$ cat src/rtl/md5_message_digest_defines.svh
// assertion helpers for the digest block
`ifndef MD5_MESSAGE_DIGEST_DEFINES_SVH
`define MD5_MESSAGE_DIGEST_DEFINES_SVH

// check a property on every clock edge outside reset
`define MD5_ASSERT(lbl, prop, msg) \
   lbl: assert property (@(posedge clock) disable iff (reset) prop) else $error(msg);

// check a property including the reset cycles
`define MD5_ASSERT_ALWAYS(lbl, prop, msg) \
   lbl: assert property (@(posedge clock) prop) else $error(msg);

`endif

$ cat src/rtl/md5_pkg.sv
package md5_pkg;

   localparam logic [31:0] INIT_A = 32'h67452301;
   localparam logic [31:0] INIT_B = 32'hefcdab89;
   localparam logic [31:0] INIT_C = 32'h98badcfe;
   localparam logic [31:0] INIT_D = 32'h10325476;
   localparam logic [7:0]  PAD_BYTE = 8'h80;
   localparam logic [5:0]  LEN_POS = 6'd56;
   localparam logic [1:0]  LAST_WORD_IDX = 2'd3;

   typedef struct packed {
      logic take_byte;
      logic pad_start;
      logic pad_write;
      logic pad_next;
      logic blk_start;
      logic round_step;
      logic blk_add;
      logic out_word;
      logic msg_clear;
   } cmd_type;

   typedef struct packed {
      logic       fill_last;
      logic       pad_last;
      logic       pad_active;
      logic       pad_final;
      logic       round_last;
      logic       out_last;
      logic       out_free;
   } status_type;

   function automatic logic [31:0] step_const(input logic [5:0] i);
      logic [31:0] k;
      begin
         case (i)
            6'd0:  k = 32'hd76aa478;  6'd1:  k = 32'he8c7b756;
            6'd2:  k = 32'h242070db;  6'd3:  k = 32'hc1bdceee;
            6'd4:  k = 32'hf57c0faf;  6'd5:  k = 32'h4787c62a;
            6'd6:  k = 32'ha8304613;  6'd7:  k = 32'hfd469501;
            6'd8:  k = 32'h698098d8;  6'd9:  k = 32'h8b44f7af;
            6'd10: k = 32'hffff5bb1;  6'd11: k = 32'h895cd7be;
            6'd12: k = 32'h6b901122;  6'd13: k = 32'hfd987193;
            6'd14: k = 32'ha679438e;  6'd15: k = 32'h49b40821;
            6'd16: k = 32'hf61e2562;  6'd17: k = 32'hc040b340;
            6'd18: k = 32'h265e5a51;  6'd19: k = 32'he9b6c7aa;
            6'd20: k = 32'hd62f105d;  6'd21: k = 32'h02441453;
            6'd22: k = 32'hd8a1e681;  6'd23: k = 32'he7d3fbc8;
            6'd24: k = 32'h21e1cde6;  6'd25: k = 32'hc33707d6;
            6'd26: k = 32'hf4d50d87;  6'd27: k = 32'h455a14ed;
            6'd28: k = 32'ha9e3e905;  6'd29: k = 32'hfcefa3f8;
            6'd30: k = 32'h676f02d9;  6'd31: k = 32'h8d2a4c8a;
            6'd32: k = 32'hfffa3942;  6'd33: k = 32'h8771f681;
            6'd34: k = 32'h6d9d6122;  6'd35: k = 32'hfde5380c;
            6'd36: k = 32'ha4beea44;  6'd37: k = 32'h4bdecfa9;
            6'd38: k = 32'hf6bb4b60;  6'd39: k = 32'hbebfbc70;
            6'd40: k = 32'h289b7ec6;  6'd41: k = 32'heaa127fa;
            6'd42: k = 32'hd4ef3085;  6'd43: k = 32'h04881d05;
            6'd44: k = 32'hd9d4d039;  6'd45: k = 32'he6db99e5;
            6'd46: k = 32'h1fa27cf8;  6'd47: k = 32'hc4ac5665;
            6'd48: k = 32'hf4292244;  6'd49: k = 32'h432aff97;
            6'd50: k = 32'hab9423a7;  6'd51: k = 32'hfc93a039;
            6'd52: k = 32'h655b59c3;  6'd53: k = 32'h8f0ccc92;
            6'd54: k = 32'hffeff47d;  6'd55: k = 32'h85845dd1;
            6'd56: k = 32'h6fa87e4f;  6'd57: k = 32'hfe2ce6e0;
            6'd58: k = 32'ha3014314;  6'd59: k = 32'h4e0811a1;
            6'd60: k = 32'hf7537e82;  6'd61: k = 32'hbd3af235;
            6'd62: k = 32'h2ad7d2bb;  default: k = 32'heb86d391;
         endcase
         return k;
      end
   endfunction

   function automatic logic [4:0] step_rot(input logic [1:0] rnd, input logic [1:0] j);
      logic [4:0] s;
      begin
         case ({rnd, j})
            4'h0: s = 5'd7;   4'h1: s = 5'd12;  4'h2: s = 5'd17;  4'h3: s = 5'd22;
            4'h4: s = 5'd5;   4'h5: s = 5'd9;   4'h6: s = 5'd14;  4'h7: s = 5'd20;
            4'h8: s = 5'd4;   4'h9: s = 5'd11;  4'ha: s = 5'd16;  4'hb: s = 5'd23;
            4'hc: s = 5'd6;   4'hd: s = 5'd10;  4'he: s = 5'd15;  default: s = 5'd21;
         endcase
         return s;
      end
   endfunction

endpackage

$ cat src/rtl/md5_message_digest.sv
// channel   dir  tdata                 tuser          tlast
// req_      in   [7:0] data_byte       byte_valid     end_of_message
// rsp_      out  [31:0] digest_word    word_index     last_word
//
// a request is taken when the block is idle
// the byte that fills a block starts a compression: load, 64 rounds, chaining add
// end of message pads one byte per cycle up to the block end, then one or two
// compressions, then four digest words paced by rsp_tready
// synchronous reset restores the initial chaining words and a zero count
// the last digest word may wait in its output register while a new request is taken
module md5_message_digest (
   input  logic        clock,
   input  logic        reset,
   input  logic        req_tvalid,
   output logic        req_tready,
   input  logic [7:0]  req_tdata,   // [7:0] data_byte
   input  logic        req_tuser,   // [0] byte_valid
   input  logic        req_tlast,
   output logic        rsp_tvalid,
   input  logic        rsp_tready,
   output logic [31:0] rsp_tdata,   // [31:0] digest_word
   output logic [1:0]  rsp_tuser,   // [1:0] word_index
   output logic        rsp_tlast
);
   import md5_pkg::*;

   `include "md5_message_digest_defines.svh"

   cmd_type    cmd;
   status_type sts;
   logic       in_ready;
   logic       req_fire;

   assign req_tready = in_ready;
   assign req_fire   = req_tvalid && in_ready;

   md5_ctrl u_ctrl (
      .clock          (clock),
      .reset          (reset),
      .req_fire       (req_fire),
      .req_byte_valid (req_tuser),
      .req_end        (req_tlast),
      .sts            (sts),
      .cmd            (cmd),
      .in_ready       (in_ready)
   );

   md5_datapath u_datapath (
      .clock     (clock),
      .reset     (reset),
      .cmd       (cmd),
      .data_byte (req_tdata),
      .rsp_ready (rsp_tready),
      .sts       (sts),
      .rsp_valid (rsp_tvalid),
      .rsp_word  (rsp_tdata),
      .rsp_index (rsp_tuser),
      .rsp_last  (rsp_tlast)
   );

   `MD5_ASSERT(a_last_idx, rsp_tvalid |-> (rsp_tlast == (rsp_tuser == LAST_WORD_IDX)), "last flag and word index disagree")
   `MD5_ASSERT(a_idle_no_pad, req_tready |-> !sts.pad_active, "request taken while padding")
   `MD5_ASSERT(a_out_needs_room, cmd.out_word |-> sts.out_free, "digest word overwrote a pending word")
   `MD5_ASSERT_ALWAYS(a_reset_quiet, reset |=> !rsp_tvalid, "response valid after reset")

endmodule

$ cat src/rtl/md5_ctrl.sv
module md5_ctrl (
   input  logic               clock,
   input  logic               reset,
   input  logic               req_fire,
   input  logic               req_byte_valid,
   input  logic               req_end,
   input  md5_pkg::status_type sts,
   output md5_pkg::cmd_type   cmd,
   output logic               in_ready
);
   import md5_pkg::*;

   typedef enum logic [5:0] {
      ST_IDLE  = 6'b000001,
      ST_PAD   = 6'b000010,
      ST_LOAD  = 6'b000100,
      ST_ROUND = 6'b001000,
      ST_ADD   = 6'b010000,
      ST_OUT   = 6'b100000
   } state_type;

   state_type state_ff, state_in;
   logic      end_pending_ff, end_pending_in;

   always_comb begin
      state_in       = state_ff;
      end_pending_in = end_pending_ff;
      cmd            = '0;
      in_ready       = 1'b0;
      unique case (state_ff)
         ST_IDLE: begin
            in_ready = 1'b1;
            if (req_fire) begin
               cmd.take_byte = req_byte_valid;
               if (req_byte_valid && sts.fill_last) begin
                  end_pending_in = req_end;
                  state_in       = ST_LOAD;
               end else if (req_end) begin
                  cmd.pad_start = 1'b1;
                  state_in      = ST_PAD;
               end
            end
         end
         ST_PAD: begin
            cmd.pad_write = 1'b1;
            if (sts.pad_last) state_in = ST_LOAD;
         end
         ST_LOAD: begin
            cmd.blk_start = 1'b1;
            state_in      = ST_ROUND;
         end
         ST_ROUND: begin
            cmd.round_step = 1'b1;
            if (sts.round_last) state_in = ST_ADD;
         end
         ST_ADD: begin
            cmd.blk_add = 1'b1;
            if (sts.pad_active) begin
               if (sts.pad_final) begin
                  state_in = ST_OUT;
               end else begin
                  cmd.pad_next = 1'b1;
                  state_in     = ST_PAD;
               end
            end else if (end_pending_ff) begin
               // end arrived with the byte that filled the block
               cmd.pad_start  = 1'b1;
               end_pending_in = 1'b0;
               state_in       = ST_PAD;
            end else begin
               state_in = ST_IDLE;
            end
         end
         ST_OUT: begin
            if (sts.out_free) begin
               cmd.out_word = 1'b1;
               if (sts.out_last) begin
                  cmd.msg_clear = 1'b1;
                  state_in      = ST_IDLE;
               end
            end
         end
         default: state_in = ST_IDLE;
      endcase
   end

   always_ff @(posedge clock) begin
      if (reset) begin
         state_ff       <= ST_IDLE;
         end_pending_ff <= 1'b0;
      end else begin
         state_ff       <= state_in;
         end_pending_ff <= end_pending_in;
      end
   end

endmodule

$ cat src/rtl/md5_datapath.sv
module md5_datapath (
   input  logic               clock,
   input  logic               reset,
   input  md5_pkg::cmd_type   cmd,
   input  logic [7:0]         data_byte,
   input  logic               rsp_ready,
   output md5_pkg::status_type sts,
   output logic               rsp_valid,
   output logic [31:0]        rsp_word,
   output logic [1:0]         rsp_index,
   output logic               rsp_last
);
   import md5_pkg::*;

   logic [31:0] blk_ff [16];
   logic [31:0] cw_ff [4];
   logic [31:0] a_ff, b_ff, c_ff, d_ff;
   logic [63:0] count_ff;
   logic [5:0]  pad_ptr_ff;
   logic        pad_first_ff, pad_final_ff, pad_active_ff;
   logic [5:0]  rnd_ff;
   logic [1:0]  out_idx_ff;
   logic        rsp_valid_ff;
   logic [31:0] rsp_word_ff;
   logic [1:0]  rsp_index_ff;
   logic        rsp_last_ff;

   logic [5:0]  fill;
   logic [5:0]  pad_pos;
   logic [63:0] bit_count;
   logic [7:0]  pad_byte;
   logic [1:0]  rnd_grp;
   logic [3:0]  g_idx;
   logic [31:0] f_val, sum, rot;
   logic [4:0]  sh;
   logic [5:0]  wr_pos;
   logic [7:0]  wr_byte;
   logic        wr_en;

   assign fill      = count_ff[5:0];
   assign bit_count = {count_ff[60:0], 3'b000};
   assign rnd_grp   = rnd_ff[5:4];
   // padding starts after the byte taken with the end flag, if any
   assign pad_pos   = fill + {5'd0, cmd.take_byte};

   always_comb begin
      if (pad_first_ff) begin
         pad_byte = PAD_BYTE;
      end else if (pad_final_ff && pad_ptr_ff >= LEN_POS) begin
         pad_byte = bit_count[{pad_ptr_ff[2:0], 3'b000} +: 8];
      end else begin
         pad_byte = 8'h00;
      end
   end

   assign wr_en   = cmd.take_byte || cmd.pad_write;
   assign wr_pos  = cmd.take_byte ? fill : pad_ptr_ff;
   assign wr_byte = cmd.take_byte ? data_byte : pad_byte;

   // one compression step per cycle
   always_comb begin
      case (rnd_grp)
         2'd0: begin
            f_val = (b_ff & c_ff) | (~b_ff & d_ff);
            g_idx = rnd_ff[3:0];
         end
         2'd1: begin
            f_val = (b_ff & d_ff) | (c_ff & ~d_ff);
            g_idx = rnd_ff[3:0] * 4'd5 + 4'd1;
         end
         2'd2: begin
            f_val = b_ff ^ c_ff ^ d_ff;
            g_idx = rnd_ff[3:0] * 4'd3 + 4'd5;
         end
         default: begin
            f_val = c_ff ^ (b_ff | ~d_ff);
            g_idx = rnd_ff[3:0] * 4'd7;
         end
      endcase
      sh  = step_rot(rnd_grp, rnd_ff[1:0]);
      sum = a_ff + f_val + step_const(rnd_ff) + blk_ff[g_idx];
      rot = (sum << sh) | (sum >> (6'd32 - {1'b0, sh}));
   end

   always_ff @(posedge clock) begin
      if (wr_en) blk_ff[wr_pos[5:2]][{wr_pos[1:0], 3'b000} +: 8] <= wr_byte;
      if (cmd.blk_start) begin
         a_ff <= cw_ff[0];
         b_ff <= cw_ff[1];
         c_ff <= cw_ff[2];
         d_ff <= cw_ff[3];
      end else if (cmd.round_step) begin
         a_ff <= d_ff;
         d_ff <= c_ff;
         c_ff <= b_ff;
         b_ff <= b_ff + rot;
      end
      if (cmd.out_word) begin
         rsp_word_ff  <= cw_ff[out_idx_ff];
         rsp_index_ff <= out_idx_ff;
         rsp_last_ff  <= (out_idx_ff == LAST_WORD_IDX);
      end
   end

   always_ff @(posedge clock) begin
      if (reset || cmd.msg_clear) begin
         cw_ff[0]      <= INIT_A;
         cw_ff[1]      <= INIT_B;
         cw_ff[2]      <= INIT_C;
         cw_ff[3]      <= INIT_D;
         count_ff      <= '0;
         pad_active_ff <= 1'b0;
         pad_first_ff  <= 1'b0;
         pad_final_ff  <= 1'b0;
         pad_ptr_ff    <= '0;
         out_idx_ff    <= '0;
      end else begin
         if (cmd.take_byte) count_ff <= count_ff + 64'd1;
         if (cmd.blk_add) begin
            cw_ff[0] <= cw_ff[0] + a_ff;
            cw_ff[1] <= cw_ff[1] + b_ff;
            cw_ff[2] <= cw_ff[2] + c_ff;
            cw_ff[3] <= cw_ff[3] + d_ff;
         end
         if (cmd.pad_start) begin
            pad_active_ff <= 1'b1;
            pad_first_ff  <= 1'b1;
            pad_final_ff  <= (pad_pos < LEN_POS);
            pad_ptr_ff    <= pad_pos;
         end else if (cmd.pad_next) begin
            pad_final_ff <= 1'b1;
            pad_ptr_ff   <= '0;
         end else if (cmd.pad_write) begin
            pad_first_ff <= 1'b0;
            pad_ptr_ff   <= pad_ptr_ff + 6'd1;
         end
         if (cmd.out_word) out_idx_ff <= out_idx_ff + 2'd1;
      end
   end

   always_ff @(posedge clock) begin
      if (reset) begin
         rnd_ff       <= '0;
         rsp_valid_ff <= 1'b0;
      end else begin
         if (cmd.blk_start) rnd_ff <= '0;
         else if (cmd.round_step) rnd_ff <= rnd_ff + 6'd1;
         if (cmd.out_word) rsp_valid_ff <= 1'b1;
         else if (rsp_ready) rsp_valid_ff <= 1'b0;
      end
   end

   assign sts.fill_last  = (fill == 6'd63);
   assign sts.pad_last   = (pad_ptr_ff == 6'd63);
   assign sts.pad_active = pad_active_ff;
   assign sts.pad_final  = pad_final_ff;
   assign sts.round_last = (rnd_ff == 6'd63);
   assign sts.out_last   = (out_idx_ff == LAST_WORD_IDX);
   assign sts.out_free   = !rsp_valid_ff || rsp_ready;

   assign rsp_valid = rsp_valid_ff;
   assign rsp_word  = rsp_word_ff;
   assign rsp_index = rsp_index_ff;
   assign rsp_last  = rsp_last_ff;

endmodule
$ cat config.mk
export PLATFORM = sky130hd
export DESIGN_NAME = md5_message_digest
export DESIGN_NICKNAME = d
export VERILOG_FILES = /design/src/rtl/md5_pkg.sv /design/src/rtl/md5_message_digest.sv /design/src/rtl/md5_ctrl.sv /design/src/rtl/md5_datapath.sv
export VERILOG_INCLUDE_DIRS = /design/src /design/src/rtl
export SDC_FILE = /design/constraint.sdc
export NUM_CORES = 2
export LEC_CHECK = 0
export BUFFER_PORTS_ARGS = -buffer_cell sky130_fd_sc_hd__buf_4
export CAP_MARGIN = 20
export CORE_ASPECT_RATIO = 1.25
export CORE_MARGIN = 2
export CORE_UTILIZATION = 50
export CTS_CLUSTER_DIAMETER = 120
export DETAILED_ROUTE_END_ITERATION = 8
export GPL_TIMING_DRIVEN = 0
export PLACE_DENSITY = 0.65
export SYNTH_ARGS = -nofsm -noshare
export SYNTH_HDL_FRONTEND = slang
export SYNTH_SLANG_ARGS = --single-unit
export TNS_END_PERCENT = 50
$ cat constraint.sdc
create_clock -name clock -period 31.5 [get_ports clock]
set_input_delay 1.575 -clock clock [delete_from_list [all_inputs] [get_ports clock]]
set_output_delay 1.575 -clock clock [all_outputs]
set_load 0.02 [all_outputs]
Yosys cells after proc, flatten, opt, wreduce, memory -nomap -nowiden
Memory sizes are Yosys's and may differ from the RTL's. A register that Yosys moved wholly into a read port is not among the register bits.
Cells that the tools add are included.
{"block": "word_totals", "ff_bits": 220, "ram_bits": 640, "romBits": 2128, "inputBits": 14, "out_inout_bits": 37, "word_cells": 175, "n_memories": 4}
{"name": "(no name shown)", "depth": 64, "width": 32, "read_ports": 1, "rd_ports_with_merged_regs": 1, "write_ports": 0, "line_no": "md5_pkg.sv:36", "rtl": "case (i)"}
{"name": "u_datapath.blk_ff", "depth": 16, "width": 32, "read_ports": 1, "rd_ports_with_merged_regs": 0, "write_ports": 1, "line_no": "md5_datapath.sv:15", "rtl": "logic [31:0] blk_ff [16];"}
{"name": "u_datapath.cw_ff", "depth": 4, "width": 32, "read_ports": 5, "rd_ports_with_merged_regs": 1, "write_ports": 4, "line_no": "md5_datapath.sv:16", "rtl": "logic [31:0] cw_ff [4];"}
{"name": "(no name shown)", "depth": 16, "width": 5, "read_ports": 1, "rd_ports_with_merged_regs": 1, "write_ports": 0, "line_no": "md5_pkg.sv:77", "rtl": "case ({rnd, j})"}
{"block": "op_classes", "addsub": 17, "mul": 3, "order_cmp": 2, "eq_ne": 21, "shift": 5, "mux": 72, "bitwise_logic": 17, "n_reduce_logical": 18}
{"operator": "$mux 32", "count": 13}
{"operator": "$add 32x32->32", "count": 8}
{"operator": "$and 32x32->32", "count": 4}
{"operator": "$or 32x32->32", "count": 4}
{"operator": "$pmux 32 s3", "count": 1}
{"operator": "$xor 32x32->32", "count": 3}
{"operator": "$mux 6", "count": 15}
{"operator": "$add 64x1->64 const B", "count": 1}
{"operator": "$not 32->32", "count": 2}
{"operator": "$shiftx 64x7->8", "count": 1}
{"operator": "$pmux 6 s6", "count": 1}
{"operator": "$shift 8x7->32 const A", "count": 1}
{"operator": "$shiftx 8x7->32", "count": 1}
{"operator": "$shl 32x5->32", "count": 1}
{"operator": "$shr 32x6->32", "count": 1}
{"operator": "$mux 1", "count": 30}
{"operator": "$eq 6x6->1 const B", "count": 4}
{"operator": "$mux 8", "count": 3}
{"operator": "$add 6x1->6 const B", "count": 2}
{"operator": "$ne 2x2->1 const B", "count": 6}
{"operator": "$pmux 4 s3", "count": 1}
{"operator": "$reduce_bool 2->1", "count": 5}
{"operator": "$mul 4x3->4 const B", "count": 2}
{"operator": "$mux 2", "count": 4}
{"operator": "other kinds (30)", "count": 41}

Logic depth before layout (Yosys ltp)
{"block": "logic_depth", "word_depth": 12, "ltp_mapped": 45, "ltp_nobuf": 43}

Hierarchy
From an unflattened synthesis, not the netlist that was laid out.
{"block": "hier_totals", "hier_cells": 5078, "area_unflattened_um2": 55941.2}
{"mod": "md5_datapath", "instances": 1, "cells_each": 5010, "area_per_inst_um2": 55394.4, "seq_area_each_um2": 26435.4}
{"mod": "md5_ctrl", "instances": 1, "cells_each": 67, "area_per_inst_um2": 540.5, "seq_area_each_um2": 140.1}
{"mod": "md5_message_digest", "instances": 1, "cells_each": 1, "area_per_inst_um2": 6.3, "seq_area_each_um2": 0.0}

Worst setup path after synthesis
OpenSTA, ideal clock, no wires.
{"block": "synth_timing", "path_type": "register to register", "startpoint": "register u_datapath.rnd_ff[0]", "endpoint": "register u_datapath.b_ff[31] (data pin)", "setup_time_ns": 0.266, "t_arrival_ns": 9.931, "t_required_ns": 31.234, "path_slack_ns": 21.303, "path_stages_with_launch": 41, "path_buffers": 1, "period_less_slack_ns": 10.197, "cell_sequence": "dfxtp_1 inv_1 fa_1 inv_1 ha_1 mux4_2 inv_2 clkbuf_1 mux4_2 fa_1 inv_1 fa_1 inv_1 ha_1 fa_1 a211oi_2 o211ai_4 and4_4 [5 not listed] nand2_1 o2111ai_2 nand3_2 mux2_4 a221o_1 ha_1 a21oi_1 o21ai_0 a41o_1 o2111ai_1 o21ai_0 nand3_1 o21ai_0 nand4_1 and3_1 o31a_1 nor3_1 o31ai_2"}
{"block": "synth_between", "elab_chain_cells": 10, "elab_cells_between_ends": 14, "cone_classes": "add/sub: 4; mul: 3; shift: 2; mux: 3; bitwise: 1; memory: 1"}
{"item": "start: declaration", "line_no": "md5_datapath.sv:21", "rtl": "logic [5:0] rnd_ff;"}
{"item": "start signal: assignment", "line_no": "md5_datapath.sv:147", "rtl": "else if (cmd.round_step) rnd_ff <= rnd_ff + 6'd1;"}
{"item": "$mul 4x2->4 / $mul 4x3->4 (equally long branches)", "line_no": "md5_datapath.sv:73, md5_datapath.sv:69"}
{"item": "$add 4x3->4 / $add 4x1->4 (equally long branches)", "line_no": "md5_datapath.sv:73, md5_datapath.sv:69"}
{"item": "$pmux 4 s3 (*)", "line_no": "md5_datapath.sv:62", "rtl": "case (rnd_grp)"}
{"item": "$mem_v2 16x32 (*)"}
{"item": "$add 32x32->32 (*)", "line_no": "md5_datapath.sv:81", "rtl": "sum = a_ff + f_val + step_const(rnd_ff) + blk_ff[g_idx];"}
{"item": "$shr 32x6->32 / $shl 32x5->32 (equally long branches)", "line_no": "md5_datapath.sv:82", "rtl": "rot = (sum << sh) | (sum >> (6'd32 - {1'b0, sh}));"}
{"item": "$or 32x32->32 (*)", "line_no": "md5_datapath.sv:82"}
{"item": "$add 32x32->32 (*)", "line_no": "md5_datapath.sv:96", "rtl": "b_ff <= b_ff + rot;"}
{"item": "$mux 32 (*)", "line_no": "md5_datapath.sv:92", "rtl": "end else if (cmd.round_step) begin"}
{"item": "$mux 32 (*)", "line_no": "md5_datapath.sv:87", "rtl": "if (cmd.blk_start) begin"}
{"item": "end signal: assignment", "line_no": "md5_datapath.sv:89", "rtl": "b_ff <= cw_ff[1];"}
{"item": "end signal: assignment", "line_no": "md5_datapath.sv:96"}
{"item": "end: declaration", "line_no": "md5_datapath.sv:17", "rtl": "logic [31:0] a_ff, b_ff, c_ff, d_ff;"}
Every way passes the cells marked *; elsewhere a longest branch is shown, timed or not. The select of a mux whose other input is x is not followed.
A chain may end at the register's enable or synchronous reset.

Worst setup path in the final report
{"block": "layout_timing", "startpoint": "register u_datapath.rnd_ff[1]", "endpoint": "register u_datapath.b_ff[31] (data pin)"}
Same word-level chain as after synthesis.

==> impl.org <==
** Outcome
- Result of the run :: finished, final reports clean

** Floorplan
- Count of standard-cell rows :: 137
- The die covers 115400 um2.
- Measured along the x axis, the die boundary spans 304.2 um.
- Placeable core region :: 111600 um2
- The die is 379.3 um tall.
- 51 I/O pins were placed.
- For this configuration, the core starts out at a cell density of 50.48%.

** Clocking
- Number of buffers between clock root and the deepest sink :: 3
- Clock Sink Count :: 926
- TritonCTS built the clock tree.
- Once the clock tree was built, the resizer swapped 0 gates to a different size.
- Insertion delay of the later-clocked pin in the worst-skew pair :: 730 ps
- H-tree levels :: 3
- For this design, the CTS-stage hold fixing added 0 buffers.
- After clock tree synthesis, the clock-pin slew on the worst setup and hold paths is 70 ps.
- Inserted Clock Buffers :: 94
- Root cell of the clock tree :: clkbuf_16
- Post CTS Setup Buffer Count :: 0

** Finish
- After filler insertion, the fill cell instance count of the layout stands at 9597.
- Final cell utilization of the core :: 55.63%
- Number of standard cells in the layout, taps in and fillers out :: 6958
- Ratio of cells with drive above 1 in the final layout :: 10.51%
- # nets final :: 5722
- Synth-to-Final Area Change :: 10.20%
- Area of the multi-input gates :: 27670 um2
- Combined flip-flop and latch cell area :: 26580 um2

** Synth
- Synthesized instance count :: 5238
- Warnings, synthesis :: 0
- Dividing the synthesized area by the synthesized cell count gives 10.75 um2.
- Library cell with the highest instance count after synthesis :: edfxtp_1
- Top cell type's share of synthesized area :: 42.81%
- Syn Std Cell Area :: 56330 um2
- Cell taking the most area after synthesis :: edfxtp_1
- Ranked by total cell area, the synthesized netlist is headed by edfxtp_1 43%, mux4_2 8.2%, ha_1 4.9%.
- Count of different cell masters after synthesis :: 118
- After synthesis, flip-flops and latches occupy 47.18% of the total area.
- When the netlist entered floorplanning its net count stood at 5542.
- After synthesis, the share of flip-flops with an asynchronous set or reset is 0%.
- Number of synthesized register bits :: 926
- Synth cell count leaders :: 803 x edfxtp_1, 656 x nand2_1, 517 x nor2_1
- EDFF count, synth :: 803
- Among all flip-flop cells after synthesis, the most frequent one is edfxtp_1.

** Timing
- Derived from the worst setup path, the maximum achievable clock frequency is 66.73 MHz.
- The number of slew-limit violations in the final report was 0.
- WHS :: 476.4 ps
- Minimum clock period after layout :: 14990 ps
- RSZ-0062 raised after global routing :: no
- Post-route fraction of the period consumed by the critical path :: 47.57%
- Final setup vio count :: 0
- The worst pin sits at a relative slew slack of 16.09%.
- Setup TNS Final :: 0 ps
- Final Hold Violating Endpoints :: 0
- Setup clock skew after layout :: 44.45 ps
- Slew at the pin closest to its max-slew limit :: 1259 ps

** Worst setup path
- Worst Path Buf+Inv :: 7
- Critical path endpoint category :: flop
- Data required time of the worst path :: 31930 ps
- Along the worst path, the maximum fanout reaches 10.
- CP startpoint kind :: flop
- At the worst endpoint, the arrival time is 15410 ps.
- Cell at the slowest stage of the critical path :: o31ai_1
- Family of cells with the greatest summed delay on the critical path :: compound AO/OA/AOI/OAI gates
- Critical path class :: reg -> reg
- For this run, the slowest stage of the critical path takes 950 ps.

** Routing
- In this run the remaining antenna-violating nets after routing total 0.
- The final layout contains routed wiring with a total length of 213600 um.
- Before antenna repair, the detailed router went through 6 iterations.
- In the routed design, unresolved DRC markers number 0.
- In the final routed layout, each cell accounts on average for 30.69 um.
- Using the TritonRoute via totals, the vias-per-cell ratio works out to 6.493.
- 1st-iter DRT viols :: 5083
- The detailed router placed 45175 vias in this run.

** Power and ir drop
- Power Density :: 43.54 nW/um2
- Summed over all cells, the static leakage comes to 21.94 nW.
- Max IR drop VDD :: 0.00005272 V
- The design draws 2.703 mW.

** Global route
- GR Overflow Total :: 0
- For this run, the total global-route usage over all layers was measured as 36.47%.
- Wire length of the first global-routing pass :: 302800 um
- Entering global routing, the biggest net connects 60 pins.
- Antenna violations before repair :: 4
- The number of global-route vias before repair came to 43016.

** Placement
- Detailed placement finished with a half-perimeter wire length of 160800 um.
- Number of port buffers :: 50
- Final Wtd Congestion :: 1.056
- Counting tap cells, the placed design contains a total of 6771 instances.

** Flow run
- Number of max-cap violations :: 0

** Min path
- The min-delay analysis places its worst path in the category reg -> reg.
[placed cells by master, fill, tap and decap left out, types with 20 or more instances in the layout]
cell       Yosys  final
nand2_1      656    654
and2_1        20     20
o221ai_1      27     27
inv_1        263    263
or3_1         34     34
ha_1         221    221
o22ai_1       26     26
o221a_2       33     33
o21a_1        25     25
clkinv_1       9     31
buf_1         41     41
a211oi_1      33     33
xnor2_1      121    121
nand4_1       21     21
edfxtp_1     803    803
buf_4          2     61
clkbuf_16      0     95
nor2b_1       33     33
dfxtp_1      123    123
nand2b_1      35     35
and3_1        41     41
maj3_1        30     30
a31oi_1       76     76
nand3_1      133    133
o211ai_1      34     34
fa_1          69     69
nor2_1       517    517
a21oi_1      389    389
o21ai_0      310    310
nor3_1        61     61
clkbuf_1     210    225
mux2_2        24     24
o21bai_1      20     20
a21o_1        74     74
mux4_2       205    205
mux2i_1       64     64
xor2_1       151    151
[sequential cells by signal, summed over array words and instances, names as in the netlist, named ones only]
signal                    flops
u_datapath.b_ff              32
u_datapath.d_ff              32
u_datapath.rsp_index          2
u_datapath.rsp_word          32
u_datapath.c_ff              32
u_datapath.out_idx_ff         2
u_datapath.count_ff          61
u_datapath.a_ff              32
u_ctrl.end_pending_ff         1
u_datapath.pad_final_ff       1
u_ctrl.state_ff               6
u_datapath.rnd_ff             6
u_datapath.pad_first_ff       1
u_datapath.rsp_last           1
u_datapath.rsp_valid          1
u_datapath.pad_ptr_ff         6
u_datapath.sh                 5
u_datapath.cw_ff            128
u_datapath.blk_ff           512
u_datapath.pad_active_ff      1
[through the flow]
stage / setup slack [ps] / area [um2]
3_3_place_gp: 17000 / 58530
2_1_floorplan: 21300 / 56330
6_report: 16510 / 62080
3_5_place_dp: 16930 / 58880
5_1_grt: 16190 / 62070
4_1_cts: 16920 / 61960
[layer usage]
| layer | vias up | track usage, % | part of all wire (%) |
|---|---|---|---|
| met4 | 6 | 25.21 | 8.0 |
| met5 | - | 0 | 0.016 |
| met1 | 22416 | 43.81 | 37 |
| met2 | 2368 | 60.79 | 48 |
| met3 | 614 | 5.614 | 7.3 |
| li1 | 19771 | - | - |
[report_power, final]
part	internal (mW)	switching [mW]
sequential	1.33	0.00544
clock	0.640	0.508
combinational	0.0743	0.146
total	2.04	0.659
[worst paths after layout]
| kind | startpoint | endpoint | slack, ps | cells after the start |
|---|---|---|---|---|
| max | u_datapath.rnd_ff[1] | u_datapath.b_ff[31] | 16510 | 42 |
| min | u_datapath.out_idx_ff[1] | u_datapath.rsp_index[1] | 480 | 0 |
| max reg2reg | u_datapath.rnd_ff[1] | u_datapath.b_ff[31] | 16510 | 42 |
| min reg2reg | u_datapath.out_idx_ff[1] | u_datapath.rsp_index[1] | 480 | 0 |
[kinds of logic (layout without fill, tap and decap cells)]
| kind of cell | count (synthesis) | after routing | share of synthesized area (%) |
|---|---|---|---|
| AO/OA/AOI/OAI | 1254 | 1254 | 14.39 |
| XOR/XNOR | 275 | 275 | 4.340 |
| adder cells (fa/ha/maj) | 320 | 320 | 7.894 |
| buffers and inverters | 546 | 805 | 3.727 |
| flip-flops | 926 | 926 | 47.18 |
| multiplexers | 294 | 294 | 9.840 |
| other | 0 | 2 | 0 |
| AND/OR/NAND/NOR | 1623 | 1623 | 12.64 |
[final cells by class]
cell class	instances	area share, %
clock buffers	111	3.926
multi-input cells	3766	44.58
flip-flops and latches	926	42.81
inverters	274	1.657
plain buffers	272	1.727
clock inverters	64	1.036
repair buffers	84	1.316
diodes	2	0.008062
well taps	1459	2.941
Note: power is estimated with default switching activity, not from simulation.
